**src/rtl/button_encoder_event_decoder_assert.svh**
```systemverilog
// Assertion helpers for the button and encoder event decoder.
// Each macro expects signals named clk and arst_n in the calling scope.
`ifndef BUTTON_ENCODER_EVENT_DECODER_ASSERT_SVH
`define BUTTON_ENCODER_EVENT_DECODER_ASSERT_SVH

`ifndef SYNTHESIS

// Same-cycle implication.
`define BED_ASSERT_IMP(lbl, ante, cons) \
	lbl: assert property (@(posedge clk) disable iff (!arst_n) (ante) |-> (cons)) \
		else $error("button_encoder_event_decoder: assertion failed");

// Next-cycle implication.
`define BED_ASSERT_NXT(lbl, ante, cons) \
	lbl: assert property (@(posedge clk) disable iff (!arst_n) (ante) |=> (cons)) \
		else $error("button_encoder_event_decoder: assertion failed");

`else

`define BED_ASSERT_IMP(lbl, ante, cons)
`define BED_ASSERT_NXT(lbl, ante, cons)

`endif

`endif

```
**src/rtl/bed_pkg.sv**
```systemverilog
`timescale 1ns / 1ps

package bed_pkg;

	localparam int PORT_W        = 16;
	localparam int TIME_W        = 32;
	localparam int HOLD_W        = 16;
	localparam int PIN_W         = 4;
	localparam int CODE_W        = 2;

	localparam int PORT_BITS_DEF     = 16;
	localparam int ENCODER_PIN_A_DEF = 1;

	localparam logic [PORT_W-1:0] INPUT_MASK_RST    = 16'h603F;
	localparam logic [HOLD_W-1:0] LONG_PRESS_MS_RST = 16'd1000;

	// Configuration register indexes
	localparam logic REG_INPUT_MASK    = 1'b0;
	localparam logic REG_LONG_PRESS_MS = 1'b1;

	// Event codes
	localparam logic [CODE_W-1:0] CODE_DOWN = 2'd0;
	localparam logic [CODE_W-1:0] CODE_UP   = 2'd1;
	localparam logic [CODE_W-1:0] CODE_HOLD = 2'd2;
	localparam logic [CODE_W-1:0] CODE_TICK = 2'd3;

	// What the sequencer knows about the bit under scan
	typedef struct packed {
		logic changed;
		logic is_encoder;
		logic enc_differ;
		logic level;
		logic pending;
		logic pin_match;
	} bed_bit_t;

	// What the event unit decides for that bit
	typedef struct packed {
		logic              emit;
		logic [CODE_W-1:0] code;
		logic              clear_pending;
		logic              set_pending;
	} bed_act_t;

endpackage

```
**src/rtl/button_encoder_event_decoder.sv**
```systemverilog
`timescale 1ns / 1ps

// Button and quadrature encoder event decoder. Each accepted snapshot of the
// input port is compared with the previous one under input_mask, and the
// bits below min(PORT_BITS, 16), changed or not, are scanned one per clock
// from bit 0 upward through a single event unit (classifier plus 32-bit
// hold-time subtract and compare). The scan holds while an event waits on
// out_ready, and in_ready is low for the whole scan. Each event is one
// output transfer of pin_index and event_code, and last_event marks the
// final event of a snapshot; a snapshot with no monitored change produces
// no transfer. Pins ENCODER_PIN_A and ENCODER_PIN_A+1 are the encoder, all
// other monitored pins are active-low buttons. Register 0 is input_mask,
// register 1 is long_press_ms; write them only while the block is idle.
`include "button_encoder_event_decoder_assert.svh"

module button_encoder_event_decoder
	import bed_pkg::*;
#(
	parameter int PORT_BITS     = PORT_BITS_DEF,
	parameter int ENCODER_PIN_A = ENCODER_PIN_A_DEF
) (
	input  logic              clk,
	input  logic              arst_n,

	input  logic              cfg_we,
	input  logic              cfg_index,
	input  logic [PORT_W-1:0] cfg_data,

	input  logic              in_valid,
	output logic              in_ready,
	input  logic [PORT_W-1:0] port_value,
	input  logic [TIME_W-1:0] now_ms,

	output logic              out_valid,
	input  logic              out_ready,
	output logic [PIN_W-1:0]  pin_index,
	output logic [CODE_W-1:0] event_code,
	output logic              last_event
);

	localparam int ScanBits = (PORT_BITS < PORT_W) ? PORT_BITS : PORT_W;
	localparam int IdxW     = $clog2(ScanBits);
	localparam logic [PORT_W-1:0] ScanMask = PORT_W'((33'd1 << ScanBits) - 33'd1);
	localparam logic [PORT_W-1:0] EncMask  = PORT_W'(32'd3 << ENCODER_PIN_A);
	localparam logic [IdxW-1:0]   LastIdx  = IdxW'(ScanBits - 1);

	typedef enum logic {
		ST_IDLE,
		ST_SCAN
	} state_t;

	state_t            state_q;
	logic [PORT_W-1:0] input_mask_q;
	logic [HOLD_W-1:0] long_press_ms_q;
	logic [PORT_W-1:0] prev_port_q;
	logic              pending_q;
	logic [PIN_W-1:0]  pressed_pin_q;
	logic [TIME_W-1:0] start_ms_q;

	logic [PORT_W-1:0] port_q;
	logic [TIME_W-1:0] now_q;
	logic [PORT_W-1:0] changed_q;
	logic [PORT_W-1:0] emit_q;
	logic              enc_differ_q;
	logic [IdxW-1:0]   idx_q;

	logic              out_valid_q;
	logic [PIN_W-1:0]  pin_index_q;
	logic [CODE_W-1:0] event_code_q;
	logic              last_event_q;

	logic [PORT_W-1:0] changed_in;
	logic              enc_differ_in;
	logic [PORT_W-1:0] idx_bit;
	logic [PIN_W-1:0]  idx_pin;
	bed_bit_t          bit_info;
	bed_act_t          act;
	logic              stall;
	logic              load_out;

	assign changed_in    = (prev_port_q ^ port_value) & input_mask_q & ScanMask;
	assign enc_differ_in = port_value[ENCODER_PIN_A] != port_value[ENCODER_PIN_A + 1];

	assign idx_bit = PORT_W'(1) << idx_q;
	assign idx_pin = PIN_W'(idx_q);

	always_comb begin
		bit_info.changed    = changed_q[idx_q];
		bit_info.is_encoder = (EncMask & idx_bit) != '0;
		bit_info.enc_differ = enc_differ_q;
		bit_info.level      = port_q[idx_q];
		bit_info.pending    = pending_q;
		bit_info.pin_match  = pressed_pin_q == idx_pin;
	end

	bed_event_unit u_event (
		.bit_info      (bit_info),
		.now_ms        (now_q),
		.start_ms      (start_ms_q),
		.long_press_ms (long_press_ms_q),
		.act           (act)
	);

	// Hold the scan while an event waits for the output register
	assign stall    = act.emit && out_valid_q && !out_ready;
	assign load_out = (state_q == ST_SCAN) && act.emit && !stall;

	always_ff @(posedge clk or negedge arst_n) begin
		if (!arst_n) begin
			input_mask_q    <= INPUT_MASK_RST;
			long_press_ms_q <= LONG_PRESS_MS_RST;
		end else if (cfg_we) begin
			unique case (cfg_index)
				REG_INPUT_MASK:    input_mask_q    <= cfg_data;
				REG_LONG_PRESS_MS: long_press_ms_q <= cfg_data;
				default: ;
			endcase
		end
	end

	always_ff @(posedge clk or negedge arst_n) begin
		if (!arst_n) begin
			state_q       <= ST_IDLE;
			prev_port_q   <= '0;
			pending_q     <= 1'b0;
			pressed_pin_q <= '0;
			start_ms_q    <= '0;
			port_q        <= '0;
			now_q         <= '0;
			changed_q     <= '0;
			enc_differ_q  <= 1'b0;
			emit_q        <= '0;
			idx_q         <= '0;
			out_valid_q   <= 1'b0;
			pin_index_q   <= '0;
			event_code_q  <= '0;
			last_event_q  <= 1'b0;
		end else begin
			if (load_out) begin
				out_valid_q <= 1'b1;
			end else if (out_ready) begin
				out_valid_q <= 1'b0;
			end
			unique case (state_q)
				ST_IDLE: begin
					if (in_valid) begin
						prev_port_q  <= port_value;
						port_q       <= port_value;
						now_q        <= now_ms;
						changed_q    <= changed_in;
						enc_differ_q <= enc_differ_in;
						// drop encoder bits that give no step
						emit_q       <= changed_in & ~(EncMask & {PORT_W{!enc_differ_in}});
						idx_q        <= '0;
						state_q      <= ST_SCAN;
					end
				end
				ST_SCAN: begin
					if (!stall) begin
						if (act.clear_pending) begin
							pending_q <= 1'b0;
						end
						if (act.set_pending) begin
							pending_q     <= 1'b1;
							pressed_pin_q <= idx_pin;
							start_ms_q    <= now_q;
						end
						if (act.emit) begin
							pin_index_q  <= idx_pin;
							event_code_q <= act.code;
							last_event_q <= (emit_q & ~idx_bit) == '0;
						end
						emit_q <= emit_q & ~idx_bit;
						if (idx_q == LastIdx) begin
							state_q <= ST_IDLE;
						end else begin
							idx_q <= idx_q + 1'b1;
						end
					end
				end
				default: state_q <= ST_IDLE;
			endcase
		end
	end

	assign in_ready   = state_q == ST_IDLE;
	assign out_valid  = out_valid_q;
	assign pin_index  = pin_index_q;
	assign event_code = event_code_q;
	assign last_event = last_event_q;

	`BED_ASSERT_NXT(a_accept_starts_scan, in_valid && in_ready, !in_ready)
	`BED_ASSERT_IMP(a_idle_no_events_left, in_ready, emit_q == '0)
	`BED_ASSERT_IMP(a_pressed_pin_in_range, pending_q, int'(pressed_pin_q) < ScanBits)
	`BED_ASSERT_NXT(a_stall_holds_scan, (state_q == ST_SCAN) && stall, $stable(idx_q) && !in_ready)

endmodule

```
**src/rtl/bed_event_unit.sv**
```systemverilog
`timescale 1ns / 1ps

module bed_event_unit
	import bed_pkg::*;
(
	input  bed_bit_t          bit_info,
	input  logic [TIME_W-1:0] now_ms,
	input  logic [TIME_W-1:0] start_ms,
	input  logic [HOLD_W-1:0] long_press_ms,
	output bed_act_t          act
);

	logic [TIME_W-1:0] elapsed;
	logic              long_hit;

	// Wrapping hold time, compared against the threshold
	assign elapsed  = now_ms - start_ms;
	assign long_hit = elapsed > {{(TIME_W-HOLD_W){1'b0}}, long_press_ms};

	always_comb begin
		act = '0;
		if (bit_info.changed) begin
			if (bit_info.is_encoder) begin
				act.emit          = bit_info.enc_differ;
				act.code          = CODE_TICK;
				act.clear_pending = 1'b1;
			end else if (bit_info.level) begin
				act.emit          = 1'b1;
				act.code          = (bit_info.pending && bit_info.pin_match && long_hit) ?
					CODE_HOLD : CODE_UP;
				act.clear_pending = 1'b1;
			end else begin
				act.emit        = 1'b1;
				act.code        = CODE_DOWN;
				act.set_pending = 1'b1;
			end
		end
	end

endmodule

```
**config.mk**
```make
export PLATFORM = sky130hd
export DESIGN_NAME = button_encoder_event_decoder
export DESIGN_NICKNAME = d
export VERILOG_FILES = /design/src/rtl/bed_pkg.sv /design/src/rtl/button_encoder_event_decoder.sv /design/src/rtl/bed_event_unit.sv
export VERILOG_INCLUDE_DIRS = /design/src /design/src/rtl
export SDC_FILE = /design/constraint.sdc
export NUM_CORES = 1
export LEC_CHECK = 0
export BUFFER_PORTS_ARGS = -buffer_cell sky130_fd_sc_hd__buf_2
export CAP_MARGIN = 0
export CELL_PAD_IN_SITES_DETAIL_PLACEMENT = 1
export CELL_PAD_IN_SITES_GLOBAL_PLACEMENT = 2
export CORE_MARGIN = 5
export CORE_UTILIZATION = 38
export CTS_CLUSTER_DIAMETER = 100
export CTS_CLUSTER_SIZE = 40
export DETAILED_ROUTE_END_ITERATION = 10
export PLACE_DENSITY_LB_ADDON = 0.3
export SLEW_MARGIN = 5
export SYNTH_ARGS = -nofsm -noshare
export SYNTH_HDL_FRONTEND = slang
export SYNTH_SLANG_ARGS = --single-unit
```
**constraint.sdc**
```tcl
create_clock -name clk -period 5 [get_ports clk]
set_clock_uncertainty 0.2 [all_clocks]
set_input_delay 0.75 -clock clk [delete_from_list [all_inputs] [get_ports clk]]
set_output_delay 0.75 -clock clk [all_outputs]
set_load 0.02 [all_outputs]
```
==> impl_metrics.ini <==
[worst_setup_path]
crit_path_end_kind = register
critical_path_required_ns = 5.13
crit_chain = ha_1, fa_1, nor2b_1, o31ai_2, a21oi_1, nor2_1, o21ai_1, a31oi_1, xnor2_1, ha_1, nand4_1, or3_1, a21oi_1, a2111oi_1, o221a_2, nand4_1, a2111o_1, a221oi_2
crit_fanout = 3
worstPathBufferInverterCount = 0
worstSetupPathDepth = 18
worst-r2r-setup-slack_ns = 0.44
critical_path.startpoint_type = register
timing.setup.critical_path_class = reg2reg
timing.critical_path.max_delay_family = compound AO/OA/AOI/OAI gates
rr_worst_depth = 18
timing.critical_path.arrival_ns = 4.70
slowest_stage = sky130_fd_sc_hd__a2111oi_1
crit_path_max_incr_delay_ns = 0.43

[yosys]
ys_warn_count = 0
synthDominantCellAreaShare_pct = 39.8
synthDistinctLibCells = 73
synth_largest_area_cell = sky130_fd_sc_hd__dfrtp_1
netlist_area_um2 = 9370
syn_nets = 1151
postSynth.asyncResetShare_pct = 100
synthCells = 1027
ys_ff_latch = 163
synth-edff-count = 0
yosysSeqAreaShare_pct = 43.7
post_synth_main_area_contributors = sky130_fd_sc_hd__dfrtp_1 (40%), sky130_fd_sc_hd__nand2_1 (11%), sky130_fd_sc_hd__ha_1 (7.1%)
post_synth.cell_area_avg_um2 = 9.12
synth-main-ff-cell = sky130_fd_sc_hd__dfrtp_1

[die]
dieWidth_um = 167
ios = 79
design.die.area_um2 = 27900
fp.coreArea_um2 = 24300
die_h_um = 167
floorplan.initialDensity_pct = 38.5
placementRows = 57

[global_route]
grt_antenna_before_repair = 0
groute.usage.overall_pct = 18.9
busiest_layer = met2
wire_length_of_the_first_global_routing_pass_mm = 43.1
via_count_of_the_first_global_routing_pass = 8026
grt_util_met3_pct = 3.03
global_route.usage.met1_pct = 25.6
grt.overflow.total = 0
grt_start_max_net_pins = 108
groute.layer.met2.usage_pct = 32.0

[final_layout]
diodes = 0
commonest_non_fill_non_tap_cells_in_the_layout = sky130_fd_sc_hd__nand2_1 (265), sky130_fd_sc_hd__dfrtp_1 (149), sky130_fd_sc_hd__o21ai_0 (78)
post-route-util_pct = 43.7
flow.area_growth_from_synthesis_pct = 13.5
layout-drive-gt1-share_pct = 18.4
mostFrequentLayoutCell = sky130_fd_sc_hd__nand2_1
final_net_count = 1209
final_cell_area_um2 = 10600

[sta]
report.final.setup_viol = 0
finalCriticalPeriod_ns = 4.56
setup_ws_ns = 0.438
period_share_pct = 91.2
slew_headroom_pct = 41.8
maxClockFrequency_ghz = 0.219
timing_worst_slew_pin_value_ns = 0.873
drv_slew = 0
grt_setup_unrepaired = no
final-hold-violation-count = 0
setup-tns-final_ns = 0

[power_and_ir_drop]
total_switching_power_uw = 3960
leakagePower_uw = 0.00510
vdd.ir_drop.worst_uv = 223
power_report.internal_total_uw = 4500
power_frac_comb_pct = 57.7
pwr_density_cell_nw_per_um2 = 796
p_seq_share_pct = 26.8
share_clk_of_total_power_pct = 15.5
switching_power_as_a_share_of_total_power_pct = 46.8

[placement]
dpl_worst_slack_ns = 0.331
hpwlAfterDp_mm = 18.9
portBuffers = 78
placed_cell_area_um2 = 10000
finalWeightedCongestion = 0.859

[clock_tree]
ctsHoldBuffers = 0
cts_tree = built
cts.sinks = 163
clock_insertion_delay_worst_skew_ns = 0.44
clock_transition_at_the_registers_of_the_reported_paths_ns = 0.08
cts_max_path_buffers = 2
cts-htree-levels = 4
cts_root_buf = sky130_fd_sc_hd__clkbuf_16
numCtsBuffers = 17

[flow_run]
drv.max_cap_violation_count = 0

[route]
drcViolationCount = 0
viasPerCell = 5.24
detail-route-antenna-nets = 0
dr.pass1.iters = 4
postRouteWirelength_mm = 25.8
route.vias.total = 7456
first_iter_violations = 337
avgRoutedWirePerCell_um = 18.1

[min_path]
worst_hold_path_type = in2async

[run_status]
result_of_the_run = finished, final reports clean
synth_stat cells (all sizes together) (4+ instances only):
library cell and count:
or3 4, nor2b 4, dfrtp 149, nand2b 9, mux2 40, xor2 24, a211oi 11, nand2 266
nor3 7, o21a 5, and3 5, o21ai 83, ha 53, dfstp 14, o211ai 5, mux4 10
o31ai 4, nor2 37, nand3 26, nand4 14, buf 14, o22ai 9, a21o 13, clkbuf 33
inv 61, a21oi 52, mux2i 7, a31oi 7, xnor2 16
power groups by stage:
stage | Sequential, uW | Clock, uW | Combinational (uW)
detailed placement | 2300 | 0 | 4850
finish | 2270 | 1310 | 4880
floorplan | 2140 | 0 | 3720
global route | 2340 | 1410 | 5490
global placement | 2280 | 0 | 4750
CTS | 2280 | 1350 | 4900
logic make-up (layout without fill, tap and decap cells):
group                    Yosys count  after routing  synth area share (%)
AO/OA/AOI/OAI                    219            219                  14.8
XOR/XNOR                          40             40                  3.74
adder cells (fa/ha/maj)           54             54                  7.29
buffers and inverters            109            180                  4.76
flip-flops                       163            163                  43.7
multiplexers                      57             57                  7.96
AND/OR/NAND/NOR                  385            385                  17.7
sequential cells by signal, summed over array words and instances (netlist names):
name and cells:
changed_q 16, emit_q 16, enc_differ_q 1, event_code 2, idx_pin 4, input_mask_q 16, last_event 1, long_press_ms_q 16
now_q 32, out_valid 1, pending_q 1, pin_index 4, port_q 16, pressed_pin_q 4, start_ms_q 32, state_q 1
final cells by class:
class,instances,area [um2]
tap,324,405
sequential,163,4100
clock buffer,19,443
fill,2833,13700
multi-input combinational,755,4850
clock inverter,13,135
inverter,62,233
timing repair buffer,86,469
stage by stage:
step | hold WS (ns) | instances | power (uW)
finish | 0.0665 | 1422 | 8460
floorplan | 0.241 | 1027 | 5860
detailed placement | 0.265 | 1390 | 7150
global route | 0.106 | 1422 | 9240
CTS | 0.0892 | 1422 | 8530
global placement | 0.257 | 1390 | 7020
routing by layer:
layer	up-vias	wire, um
met5	-	0
met4	0	296
met3	15	693
met2	100	12600
met1	3699	12200
li1	3642	-
final timing paths:
path | to | from
worst max-delay path | event_code[0]$_DFFE_PN0P_ | start_ms_q[0]$_DFFE_PN0P_
worst min-delay path | now_q[14]$_DFFE_PN0P_ | arst_n
worst max register to register | event_code[0]$_DFFE_PN0P_ | start_ms_q[0]$_DFFE_PN0P_
worst min register to register | changed_q[11]$_DFFE_PN0P_ | changed_q[11]$_DFFE_PN0P_
max in group asynchronous | emit_q[14]$_DFFE_PN0P_ | arst_n
min in group clk | changed_q[11]$_DFFE_PN0P_ | changed_q[11]$_DFFE_PN0P_
timing repair:
action / in CTS / in global routing
setup buffers: 0 / 0
resized for setup: 0 / 3
setup endpoints to repair: 0 / 2
Note: power is estimated with default switching activity, not from simulation.
